<file path="config.mk">
export PLATFORM = sky130hd
export DESIGN_NAME = markov_state_sampler_flat
export DESIGN_NICKNAME = d
export VERILOG_FILES = /design/src/hw/rtl/msm_pkg.sv /design/src/hw/rtl/msm_if.sv /design/src/hw/rtl/msm_wmem.sv /design/src/hw/rtl/msm_ctrl.sv /design/src/hw/rtl/markov_state_sampler.sv /design/src/flat_wrapper.sv
export SDC_FILE = /design/constraint.sdc
export NUM_CORES = 2
export LEC_CHECK = 0
export ABC_AREA = 0
export BUFFER_PORTS_ARGS = -buffer_cell sky130_fd_sc_hd__buf_2
export CAP_MARGIN = 10
export CORE_MARGIN = 2
export CORE_UTILIZATION = 65
export CTS_BUF_LIST = sky130_fd_sc_hd__clkbuf_4
export DETAILED_ROUTE_END_ITERATION = 10
export PLACE_DENSITY_LB_ADDON = 0.08
export SYNTH_ARGS = -nofsm -noshare
export SYNTH_HDL_FRONTEND = slang
export SYNTH_HIERARCHICAL = 1
export SYNTH_SLANG_ARGS = --single-unit
</file>
<file path="constraint.sdc">
create_clock -name i_clk -period 10.25 [get_ports i_clk]
set_input_delay 0 -clock i_clk [delete_from_list [all_inputs] [get_ports i_clk]]
set_output_delay 0 -clock i_clk [all_outputs]
set_load 0.005 [all_outputs]
</file>
<file path="src/hw/rtl/msm_pkg.sv">
package msm_pkg;

    // field widths of the words on both channels
    localparam int ACTION_W = 2;
    localparam int STATE_W  = 4;
    localparam int WEIGHT_W = 14;
    localparam int DRAW_W   = 14;
    localparam int COUNT_W  = 5;

    // state_count after reset
    localparam logic [COUNT_W-1:0] COUNT_RESET = 5'd16;

    // width of the shift count used by the draw reduction
    localparam int RED_K_W = 4;

    typedef enum logic [ACTION_W-1:0] {
        ACT_LOAD_TRANS = 2'd0,
        ACT_LOAD_INIT  = 2'd1,
        ACT_START      = 2'd2,
        ACT_STEP       = 2'd3
    } t_action;

    typedef enum logic [1:0] {
        ST_IDLE,
        ST_REDUCE,
        ST_SCAN,
        ST_FINISH
    } t_state;

    // control strobes from the sequencer to the weight memory
    typedef struct packed {
        logic we;       // write one weight
        logic wr_init;  // write goes to the initial weights
        logic rd_init;  // read comes from the initial weights
    } t_mem_ctl;

endpackage

</file>
<file path="src/hw/rtl/msm_if.sv">
// input channel: one load, start or step request per word
interface msm_in_if;
    logic                          valid;
    logic                          ready;
    logic [msm_pkg::ACTION_W-1:0]  action;
    logic [msm_pkg::STATE_W-1:0]   from_state;
    logic [msm_pkg::STATE_W-1:0]   to_state;
    logic [msm_pkg::WEIGHT_W-1:0]  weight;
    logic [msm_pkg::DRAW_W-1:0]    random_value;

    modport source (output valid, action, from_state, to_state, weight, random_value,
                    input ready);
    modport sink   (input valid, action, from_state, to_state, weight, random_value,
                    output ready);
endinterface

// output channel: one sampled state per word
interface msm_out_if;
    logic                         valid;
    logic                         ready;
    logic [msm_pkg::STATE_W-1:0]  chosen_state;
    logic                         fallback_used;

    modport source (output valid, chosen_state, fallback_used, input ready);
    modport sink   (input valid, chosen_state, fallback_used, output ready);
endinterface

</file>
<file path="src/hw/rtl/msm_wmem.sv">
module msm_wmem #(
    parameter int MAX_STATES = 16
) (
    input  logic                                i_clk,
    input  msm_pkg::t_mem_ctl                   i_ctl,
    input  logic [$clog2(MAX_STATES)-1:0]       i_wrow,
    input  logic [$clog2(MAX_STATES)-1:0]       i_wcol,
    input  logic [msm_pkg::WEIGHT_W-1:0]        i_wdata,
    input  logic [$clog2(MAX_STATES)-1:0]       i_rrow,
    input  logic [$clog2(MAX_STATES)-1:0]       i_rcol,
    output logic [msm_pkg::WEIGHT_W-1:0]        o_rdata
);

    localparam int AW    = $clog2(MAX_STATES * MAX_STATES);

    logic [msm_pkg::WEIGHT_W-1:0] r_trans_mem [MAX_STATES*MAX_STATES];
    logic [msm_pkg::WEIGHT_W-1:0] r_init_mem  [MAX_STATES];
    logic [msm_pkg::WEIGHT_W-1:0] r_trans_q;
    logic [msm_pkg::WEIGHT_W-1:0] r_init_q;
    logic                         r_rd_init_q;
    logic [AW-1:0]                waddr;
    logic [AW-1:0]                raddr;

    // row-major flat addresses into the transition table
    assign waddr = AW'(i_wrow) * AW'(MAX_STATES) + AW'(i_wcol);
    assign raddr = AW'(i_rrow) * AW'(MAX_STATES) + AW'(i_rcol);

    // transition weights: one write, one registered read
    always_ff @(posedge i_clk) begin
        if (i_ctl.we && !i_ctl.wr_init) begin
            r_trans_mem[waddr] <= i_wdata;
        end
        r_trans_q <= r_trans_mem[raddr];
    end

    // initial weights
    always_ff @(posedge i_clk) begin
        if (i_ctl.we && i_ctl.wr_init) begin
            r_init_mem[i_wcol] <= i_wdata;
        end
        r_init_q <= r_init_mem[i_rcol];
    end

    always_ff @(posedge i_clk) begin
        r_rd_init_q <= i_ctl.rd_init;
    end

    assign o_rdata = r_rd_init_q ? r_init_q : r_trans_q;

endmodule

</file>
<file path="src/hw/rtl/msm_ctrl.sv">
module msm_ctrl #(
    parameter int MAX_STATES = 16,
    parameter int PROB_SCALE = 10000,
    parameter int N_W        = 5
) (
    input  logic                                i_clk,
    input  logic                                i_rst_n,
    input  logic [N_W-1:0]                      i_n,
    msm_in_if.sink                              i_in,
    msm_out_if.source                           o_out,
    output msm_pkg::t_mem_ctl                   o_mem_ctl,
    output logic [$clog2(MAX_STATES)-1:0]       o_wrow,
    output logic [$clog2(MAX_STATES)-1:0]       o_wcol,
    output logic [msm_pkg::WEIGHT_W-1:0]        o_wdata,
    output logic [$clog2(MAX_STATES)-1:0]       o_rrow,
    output logic [$clog2(MAX_STATES)-1:0]       o_rcol,
    input  logic [msm_pkg::WEIGHT_W-1:0]        i_rdata
);

    // largest k with PROB_SCALE << k still inside the draw range
    function automatic int f_red_top(input int scale);
        int k;
        k = 0;
        for (int j = 1; j < msm_pkg::DRAW_W; j++) begin
            if ((longint'(scale) << j) <= ((longint'(1) << msm_pkg::DRAW_W) - 1)) begin
                k = j;
            end
        end
        return k;
    endfunction

    localparam int IDX_W   = $clog2(MAX_STATES);
    localparam int CMP_W   = (IDX_W > N_W) ? IDX_W : N_W;
    localparam int SUM_W   = msm_pkg::WEIGHT_W + N_W;
    localparam int MULT_W  = msm_pkg::DRAW_W + 16;
    localparam int RED_TOP = f_red_top(PROB_SCALE);
    localparam logic [MULT_W-1:0] SCALE_M = MULT_W'(PROB_SCALE);

    msm_pkg::t_state r_state, n_state;

    logic [msm_pkg::DRAW_W-1:0]   r_draw,   n_draw;
    logic [msm_pkg::RED_K_W-1:0]  r_k,      n_k;
    logic                         r_start,  n_start;
    logic [IDX_W-1:0]             r_row,    n_row;
    logic [IDX_W-1:0]             r_i,      n_i;
    logic [SUM_W-1:0]             r_sum,    n_sum;
    logic [msm_pkg::STATE_W-1:0]  r_pick,   n_pick;
    logic                         r_fb,     n_fb;
    logic [msm_pkg::STATE_W-1:0]  r_cur,    n_cur;
    logic                         r_ovalid, n_ovalid;
    logic [msm_pkg::STATE_W-1:0]  r_ostate, n_ostate;
    logic                         r_ofb,    n_ofb;

    logic                         in_acc;
    logic                         is_sample;
    logic                         row_ok;
    logic                         col_ok;
    logic                         red_done;
    logic                         out_free;
    logic [MULT_W-1:0]            multiple;
    logic                         draw_ge;
    logic [SUM_W-1:0]             sum_next;
    logic                         hit;
    logic                         last;
    logic [msm_pkg::STATE_W-1:0]  fb_pick;
    msm_pkg::t_action             act;

    assign act       = msm_pkg::t_action'(i_in.action);
    assign i_in.ready = (r_state == msm_pkg::ST_IDLE);
    assign in_acc    = i_in.valid && i_in.ready;
    assign is_sample = (act == msm_pkg::ACT_START) || (act == msm_pkg::ACT_STEP);
    assign row_ok    = 7'(i_in.from_state) < 7'(MAX_STATES);
    assign col_ok    = 7'(i_in.to_state) < 7'(MAX_STATES);

    // draw reduction: compare and subtract one shifted multiple per cycle
    assign multiple  = SCALE_M << r_k;
    assign draw_ge   = MULT_W'(r_draw) >= multiple;
    assign red_done  = (r_k == '0);

    // running sum against the reduced draw; memory data is entry r_i
    assign sum_next  = r_sum + SUM_W'(i_rdata);
    assign hit       = SUM_W'(r_draw) < sum_next;
    assign last      = CMP_W'(r_i) == CMP_W'(i_n - 1'b1);
    assign fb_pick   = r_start ? msm_pkg::STATE_W'(i_n - 1'b1) : '0;

    assign out_free  = !r_ovalid || o_out.ready;

    // next state
    always_comb begin
        n_state = r_state;
        case (r_state)
            msm_pkg::ST_IDLE: begin
                if (in_acc && is_sample) begin
                    n_state = (i_n == '0) ? msm_pkg::ST_FINISH : msm_pkg::ST_REDUCE;
                end
            end
            msm_pkg::ST_REDUCE: begin
                if (red_done) begin
                    n_state = msm_pkg::ST_SCAN;
                end
            end
            msm_pkg::ST_SCAN: begin
                if (hit || last) begin
                    n_state = msm_pkg::ST_FINISH;
                end
            end
            msm_pkg::ST_FINISH: begin
                if (out_free) begin
                    n_state = msm_pkg::ST_IDLE;
                end
            end
            default: n_state = msm_pkg::ST_IDLE;
        endcase
    end

    // datapath and memory controls
    always_comb begin
        n_draw   = r_draw;
        n_k      = r_k;
        n_start  = r_start;
        n_row    = r_row;
        n_i      = r_i;
        n_sum    = r_sum;
        n_pick   = r_pick;
        n_fb     = r_fb;
        n_cur    = r_cur;
        n_ovalid = r_ovalid && !o_out.ready;
        n_ostate = r_ostate;
        n_ofb    = r_ofb;

        o_mem_ctl.we      = 1'b0;
        o_mem_ctl.wr_init = (act == msm_pkg::ACT_LOAD_INIT);
        o_mem_ctl.rd_init = r_start;
        o_wrow  = IDX_W'(i_in.from_state);
        o_wcol  = IDX_W'(i_in.to_state);
        o_wdata = i_in.weight;
        o_rrow  = r_row;
        o_rcol  = (r_state == msm_pkg::ST_SCAN) ? IDX_W'(r_i + 1'b1) : '0;

        case (r_state)
            msm_pkg::ST_IDLE: begin
                if (in_acc) begin
                    case (act)
                        msm_pkg::ACT_LOAD_TRANS: o_mem_ctl.we = row_ok && col_ok;
                        msm_pkg::ACT_LOAD_INIT:  o_mem_ctl.we = col_ok;
                        default:                 o_mem_ctl.we = 1'b0;
                    endcase
                    if (is_sample) begin
                        n_draw  = i_in.random_value;
                        n_k     = msm_pkg::RED_K_W'(RED_TOP);
                        n_start = (act == msm_pkg::ACT_START);
                        n_row   = (7'(r_cur) < 7'(MAX_STATES)) ? IDX_W'(r_cur) : '0;
                        n_i     = '0;
                        n_sum   = '0;
                        // no states in use: state 0 with fallback
                        n_pick  = '0;
                        n_fb    = 1'b1;
                    end
                end
            end
            msm_pkg::ST_REDUCE: begin
                if (draw_ge) begin
                    n_draw = r_draw - msm_pkg::DRAW_W'(multiple);
                end
                if (!red_done) begin
                    n_k = r_k - 1'b1;
                end
            end
            msm_pkg::ST_SCAN: begin
                n_sum = sum_next;
                n_i   = IDX_W'(r_i + 1'b1);
                if (hit) begin
                    n_pick = msm_pkg::STATE_W'(r_i);
                    n_fb   = 1'b0;
                end else if (last) begin
                    n_pick = fb_pick;
                    n_fb   = 1'b1;
                end
            end
            msm_pkg::ST_FINISH: begin
                if (out_free) begin
                    n_ovalid = 1'b1;
                    n_ostate = r_pick;
                    n_ofb    = r_fb;
                    n_cur    = r_pick;
                end
            end
            default: ;
        endcase
    end

    // control registers
    always_ff @(posedge i_clk) begin
        if (!i_rst_n) begin
            r_state  <= msm_pkg::ST_IDLE;
            r_ovalid <= 1'b0;
            r_cur    <= '0;
        end else begin
            r_state  <= n_state;
            r_ovalid <= n_ovalid;
            r_cur    <= n_cur;
        end
    end

    // payload registers
    always_ff @(posedge i_clk) begin
        r_draw   <= n_draw;
        r_k      <= n_k;
        r_start  <= n_start;
        r_row    <= n_row;
        r_i      <= n_i;
        r_sum    <= n_sum;
        r_pick   <= n_pick;
        r_fb     <= n_fb;
        r_ostate <= n_ostate;
        r_ofb    <= n_ofb;
    end

    assign o_out.valid         = r_ovalid;
    assign o_out.chosen_state  = r_ostate;
    assign o_out.fallback_used = r_ofb;

endmodule

</file>
<file path="src/hw/rtl/markov_state_sampler.sv">
// Markov chain state sampler. Load words write one transition weight (row from_state,
// column to_state) or one initial weight (column to_state) into on-chip memory; loads
// give no result word. A start word samples the initial weights and a step word samples
// the current state's row: the weights are read from memory one per cycle and summed,
// and the first state whose running sum exceeds the draw (taken modulo PROB_SCALE)
// wins. With no winner, start returns the last state in use and step returns state 0,
// with fallback_used set. A start or step word passes through the draw reduction, the
// memory scan, which stops once the running sum passes the draw, and the finish state
// (reduction and scan are skipped when no state is in use); no new word is accepted
// until it is done, and the single-read-port memory scan sets the pace. The next word
// is accepted while a finished result still waits in the output register. Weights must
// be loaded before they are sampled; state_count must be written only while idle, and
// the block itself does not enforce this.
module markov_state_sampler #(
    parameter int MAX_STATES = 16,
    parameter int PROB_SCALE = 10000
) (
    input  logic                           i_clk,
    input  logic                           i_rst_n,
    input  logic                           i_cfg_we,
    input  logic [msm_pkg::COUNT_W-1:0]    i_cfg_wdata,
    msm_in_if.sink                         i_in,
    msm_out_if.source                      o_out
);

    localparam int IDX_W = $clog2(MAX_STATES);
    localparam int N_MAX = (MAX_STATES < 31) ? MAX_STATES : 31;
    localparam int N_W   = $clog2(N_MAX + 1);

    logic [msm_pkg::COUNT_W-1:0]  r_state_count;
    logic [N_W-1:0]               n_use;
    msm_pkg::t_mem_ctl            mem_ctl;
    logic [IDX_W-1:0]             wrow;
    logic [IDX_W-1:0]             wcol;
    logic [msm_pkg::WEIGHT_W-1:0] wdata;
    logic [IDX_W-1:0]             rrow;
    logic [IDX_W-1:0]             rcol;
    logic [msm_pkg::WEIGHT_W-1:0] rdata;

    // state_count register
    always_ff @(posedge i_clk) begin
        if (!i_rst_n) begin
            r_state_count <= msm_pkg::COUNT_RESET;
        end else if (i_cfg_we) begin
            r_state_count <= i_cfg_wdata;
        end
    end

    // states in use, capped at MAX_STATES (and at 31)
    assign n_use = (r_state_count > msm_pkg::COUNT_W'(N_MAX)) ? N_W'(N_MAX)
                                                              : N_W'(r_state_count);

    msm_ctrl #(
        .MAX_STATES (MAX_STATES),
        .PROB_SCALE (PROB_SCALE),
        .N_W        (N_W)
    ) u_ctrl (
        .i_clk     (i_clk),
        .i_rst_n   (i_rst_n),
        .i_n       (n_use),
        .i_in      (i_in),
        .o_out     (o_out),
        .o_mem_ctl (mem_ctl),
        .o_wrow    (wrow),
        .o_wcol    (wcol),
        .o_wdata   (wdata),
        .o_rrow    (rrow),
        .o_rcol    (rcol),
        .i_rdata   (rdata)
    );

    msm_wmem #(
        .MAX_STATES (MAX_STATES)
    ) u_wmem (
        .i_clk   (i_clk),
        .i_ctl   (mem_ctl),
        .i_wrow  (wrow),
        .i_wcol  (wcol),
        .i_wdata (wdata),
        .i_rrow  (rrow),
        .i_rcol  (rcol),
        .o_rdata (rdata)
    );

endmodule

</file>
<file path="src/flat_wrapper.sv">
// flat-port wrapper written by rule: the top's interface ports become plain ports
module markov_state_sampler_flat 
#(
    parameter int MAX_STATES = 16,
    parameter int PROB_SCALE = 10000
)
  (i_clk, i_rst_n, i_cfg_we, i_cfg_wdata, i_in_valid, i_in_action, i_in_from_state, i_in_to_state, i_in_weight, i_in_random_value, i_in_ready, o_out_valid, o_out_chosen_state, o_out_fallback_used, o_out_ready);
  msm_in_if i_in_i ();
  msm_out_if o_out_i ();
  input  logic i_clk;
  input  logic i_rst_n;
  input  logic i_cfg_we;
  input  logic [msm_pkg::COUNT_W-1:0] i_cfg_wdata;
  input wire logic [$bits(i_in_i.valid)-1:0] i_in_valid;
  input wire logic [$bits(i_in_i.action)-1:0] i_in_action;
  input wire logic [$bits(i_in_i.from_state)-1:0] i_in_from_state;
  input wire logic [$bits(i_in_i.to_state)-1:0] i_in_to_state;
  input wire logic [$bits(i_in_i.weight)-1:0] i_in_weight;
  input wire logic [$bits(i_in_i.random_value)-1:0] i_in_random_value;
  output wire logic [$bits(i_in_i.ready)-1:0] i_in_ready;
  output wire logic [$bits(o_out_i.valid)-1:0] o_out_valid;
  output wire logic [$bits(o_out_i.chosen_state)-1:0] o_out_chosen_state;
  output wire logic [$bits(o_out_i.fallback_used)-1:0] o_out_fallback_used;
  input wire logic [$bits(o_out_i.ready)-1:0] o_out_ready;
  assign i_in_i.valid = i_in_valid;
  assign i_in_i.action = i_in_action;
  assign i_in_i.from_state = i_in_from_state;
  assign i_in_i.to_state = i_in_to_state;
  assign i_in_i.weight = i_in_weight;
  assign i_in_i.random_value = i_in_random_value;
  assign i_in_ready = i_in_i.ready;
  assign o_out_valid = o_out_i.valid;
  assign o_out_chosen_state = o_out_i.chosen_state;
  assign o_out_fallback_used = o_out_i.fallback_used;
  assign o_out_i.ready = o_out_ready;
  markov_state_sampler #(.MAX_STATES(MAX_STATES), .PROB_SCALE(PROB_SCALE)) u_core (.i_clk(i_clk), .i_rst_n(i_rst_n), .i_cfg_we(i_cfg_we), .i_cfg_wdata(i_cfg_wdata), .i_in(i_in_i), .o_out(o_out_i));
endmodule
</file>
==> impl_results.md <==
* Worst skew pair latency at 1480 ps
* Chip height at 486 µm
* Cell Pwr Density at 197 nW/µm²
* RSZ-0062 raised after global routing: no
* Status: finished clean
* DRT Wirelength at 388 mm
* Max H-tree Level at 6
* Final weighted congestion in routability-driven placement at 0.885
* Met3 wire len at 43.9 mm
* Critical Path, Cell by Cell: inv_1 > ha_1 > inv_1 > nor2_4 > buf_12 > buf_12 > buf_4 > mux4_2 > a22oi_1 > a21oi_1 > nor4_1 > nor4_1
* Max-slew violation count at 0
* CP startpoint: u_core/u_ctrl/r_state[0]
* CTS tree: yes
* Post-synth top area cell: edfxtp_1
* Delay-heaviest family, CP: buffers and inverters
* Top FF cell, synth: edfxtp_1
* Pre-antenna DRT Iters at 9
* Number of cells on the critical path at 12
* Arrival time at the worst endpoint at 6950 ps
* Mapped cell area at 151000 µm²
* # DRC at 0
* Worst setup path endpoint: u_core/u_wmem/r_trans_q[10]
* Layout cell share with drive strength beyond 1 at 32.0%
* Top Ports at 55
* Sw Share at 24.6%
* CTS Root Cell: clkbuf_4
* Synth Area per Inst at 21.2 µm²
* Synth async-reset ratio at 0%
* Vias in the first global route at 79581
* Total setup buffers inserted after CTS at 0
* Sequential share of the synthesized area at 77.2%
* Fin crit period at 5680 ps
* Yosys cell types at 81
* Slowest cell delay on critical path at 990 ps
* Synthesis-to-layout area growth at 11.8%
* Post-cts gate resize count at 0
* Worst vdd rail ir drop at 0.125 mV
* Finished Cell Area at 169000 µm²
* Seq pwr share at 53.4%
* Routed length on met1 at 145 mm
* Seq cells post-synth at 3905
* GRT Overall Usage at 32.9%
* Clock Pin Slew Worst Setup and Hold Paths at 60 ps
* Crit Path Category: reg -> reg
* Storage cell area at 117000 µm²
* DP Wirelength at 222 mm
* Final hold vios at 0
* Non-filler cells, final at 11933
* Pwr Total at 33400 µW
* Worst R2R End: u_core/u_wmem/r_trans_q[10]
* Clock Skew at 99.0 ps
* Starting Density at 65.2%
* Largest net degree at the start of global routing at 149
* Worst Reg2Reg Path Length in Cells at 12
* Die X at 486 µm
* Placed cell count at 10165
* Multi-input logic area at 31900 µm²
* Max_cap viols at 0
* Syn_nets at 7236
* Slew HR at 19.6%
* DP Area at 156000 µm²
* CTS max path bufs at 4
* Clock Sink Count at 3905
* LEAKAGE at 0.0526 µW
* DR WL met2 at 184 mm
* CTS Buf Count at 935
* Top post-synthesis cells by area: edfxtp_1, mux4_2, mux2i_1
* Site row count at 177
* Flop-to-flop setup slack at 4570 ps
* Fmax at 176 MHz
* Gate Count Post-Synth at 7139
* Setup crit start kind: flop
* Number of I/O port buffers at 54
* Core area at 232000 µm²
* Synth top area share at 76.7%
* FF-to-FF Start: u_core/u_ctrl/r_state[0]
* Initial antenna violation count at 27
* Number of synthesized flops with an enable pin at 3864
* Layout net count at 8301
* Hold_buf cts at 145
* Worst hold margin at 182 ps
* Total number of vias at 80502
* First-pass GRT wire length at 554 mm
* CP max FO at 73
* Uppermost routed layer: met5
* FILL cells at 13701
* Vias/cell at 6.75
* Worst slew pin tran at 1200 ps
* Worst path bufs/invs at 5
* Switch Pwr at 8230 µW
* Wire per inst at 32.5 µm
* Comb pwr share at 10.5%
* CP required at 11520 ps
* Clk pwr share at 36.1%
* Crit. End Element: flop
* Gr ovfl total at 0
* Final setup violation count at 0
* First DRT Iteration DRCs at 11009
* ANT nets after route at 0
* Min-delay worst type: in -> reg
* Setup TNS Final at 0 ps
* Fin crit share at 55.4%
* Synth warnings at 6
* CP max stage cell: nor4_1
* Full die area at 237000 µm²
* Power Internal at 25200 µW
==> state kept, by name (all words and copies together) (netlist names), 4 cells and up <==
| signal | cells |
|---|---|
| u_core/u_ctrl/o_out.chosen_state | 4 |
| u_core/u_ctrl/r_i | 4 |
| u_core/u_ctrl/r_cur | 4 |
| u_core/u_wmem/r_init_mem | 224 |
| u_core/u_ctrl/o_rrow | 4 |
| u_core/u_ctrl/r_k | 4 |
| u_core/u_wmem/r_trans_q | 14 |
| u_core/u_ctrl/r_sum | 19 |
| u_core/u_wmem/r_trans_mem | 3584 |
| u_core/u_ctrl/r_draw | 14 |
| u_core/u_wmem/r_init_q | 14 |
| u_core/u_ctrl/r_pick | 4 |
| u_core/r_state_count | 5 |
==> cells in the mapped netlist, types with 24 or more instances <==
master / count
dfxtp_1: 41
o221ai_1: 54
buf_6: 43
a21oi_1: 186
ha_1: 48
buf_4: 73
nor3_1: 64
nor4_1: 55
nand3_1: 31
a221oi_1: 30
buf_2: 88
nor2_1: 360
mux2_2: 49
nor2b_1: 47
a22oi_1: 273
edfxtp_1: 3864
nand2_1: 84
inv_1: 28
o21ai_1: 24
mux2i_1: 245
mux4_2: 822
o22ai_1: 126
clkbuf_1: 177
o21ai_0: 51
a211oi_1: 33
buf_1: 31
==> cell families (layout without fill, tap and decap cells) <==
logic type      count (synthesis)  after routing  share of synthesized area, %
other cells                     0             29                             0
buf+inv                       469           2191                          1.89
compound gates                860            860                          3.86
simple gates                  713            713                          2.17
fa+ha+maj                      49             49                         0.410
xor+xnor                       23             23                         0.133
mux                          1120           1120                          14.3
flops                        3905           3905                          77.2
==> metrics by stage <==
stage          setup slack, ps  util [%]
2_1_floorplan             5960         -
3_3_place_gp              4060      67.2
6_report                  4570      72.9
3_5_place_dp              4580      67.2
5_1_grt                   4250      72.9
4_1_cts                   4590      72.9
==> per-layer routing <==
metal / vias to the layer above / global-route usage [%]
met5: - / 0
li1: 32758 / -
met2: 5245 / 50.1
met4: 20 / 13.1
met3: 741 / 7.97
met1: 41738 / 47.1
==> worst register-to-register path, cell delays in order (launching register included) <==
cell	delay [ps]
dfxtp_1	320
inv_1	110
ha_1	280
inv_1	480
nor2_4	740
buf_12	360
buf_12	500
buf_4	730
mux4_2	600
a22oi_1	170
a21oi_1	140
nor4_1	990
nor4_1	120
==> worst min path at each step <==
stage | from | to | slack (ps) | cells after the start
after global placement | i_cfg_wdata[4] | u_core/r_state_count[4] | 220 | 3
final | i_in_to_state[2] | u_core/u_wmem/r_trans_mem[12][12] | 180 | 5
after CTS | i_in_to_state[0] | u_core/u_wmem/r_trans_mem[131][6] | 8 | 5
after floorplan | i_rst_n | u_core/r_state_count[4] | 60 | 1
after detailed placement | i_cfg_wdata[4] | u_core/r_state_count[4] | 220 | 3
after global routing | i_in_to_state[2] | u_core/u_wmem/r_trans_mem[12][12] | 100 | 5
==> cell usage in the layout, fill, tap and decap left out, types with 16 or more instances in the layout <==
cell type,synthesis,routed
edfxtp_1,3864,3864
clkbuf_4,0,1364
mux4_2,822,822
buf_4,73,352
nor2_1,360,297
a22oi_1,273,273
mux2i_1,245,245
a21oi_1,186,185
clkinv_1,0,184
dlygate4sd3_1,0,131
o22ai_1,126,126
nand2_1,84,83
nor3_1,64,64
nor2_2,0,58
o221ai_1,54,54
o21ai_0,51,50
mux2_2,49,49
ha_1,48,48
buf_2,88,42
nor2b_1,47,42
nor4_1,55,42
dfxtp_1,41,41
a211oi_1,33,33
a221oi_1,30,30
diode_2,0,29
inv_1,28,28
nand3_1,31,28
o21ai_1,24,24
buf_12,14,16
==> power by group through the flow <==
stage          clock, µW  sequential, µW  combinational [µW]
6_report           12000           17800                3520
5_1_grt            13100           17800                3720
3_3_place_gp           0           18200                3300
4_1_cts            12300           17800                3480
2_1_floorplan          0           18000                2300
3_5_place_dp           0           18200                3370
==> area by class of cell <==
class / count / share of cell area (%)
sequential: 3905 / 69.1
multi-input combinational: 2765 / 18.9
clock buffer: 1364 / 6.05
timing repair buffer: 569 / 3.00
tap: 3043 / 2.25
clock inverter: 230 / 0.648
inverter: 28 / 0.0621
antenna: 29 / 0.0429
Note: power is estimated with default switching activity, not from simulation.
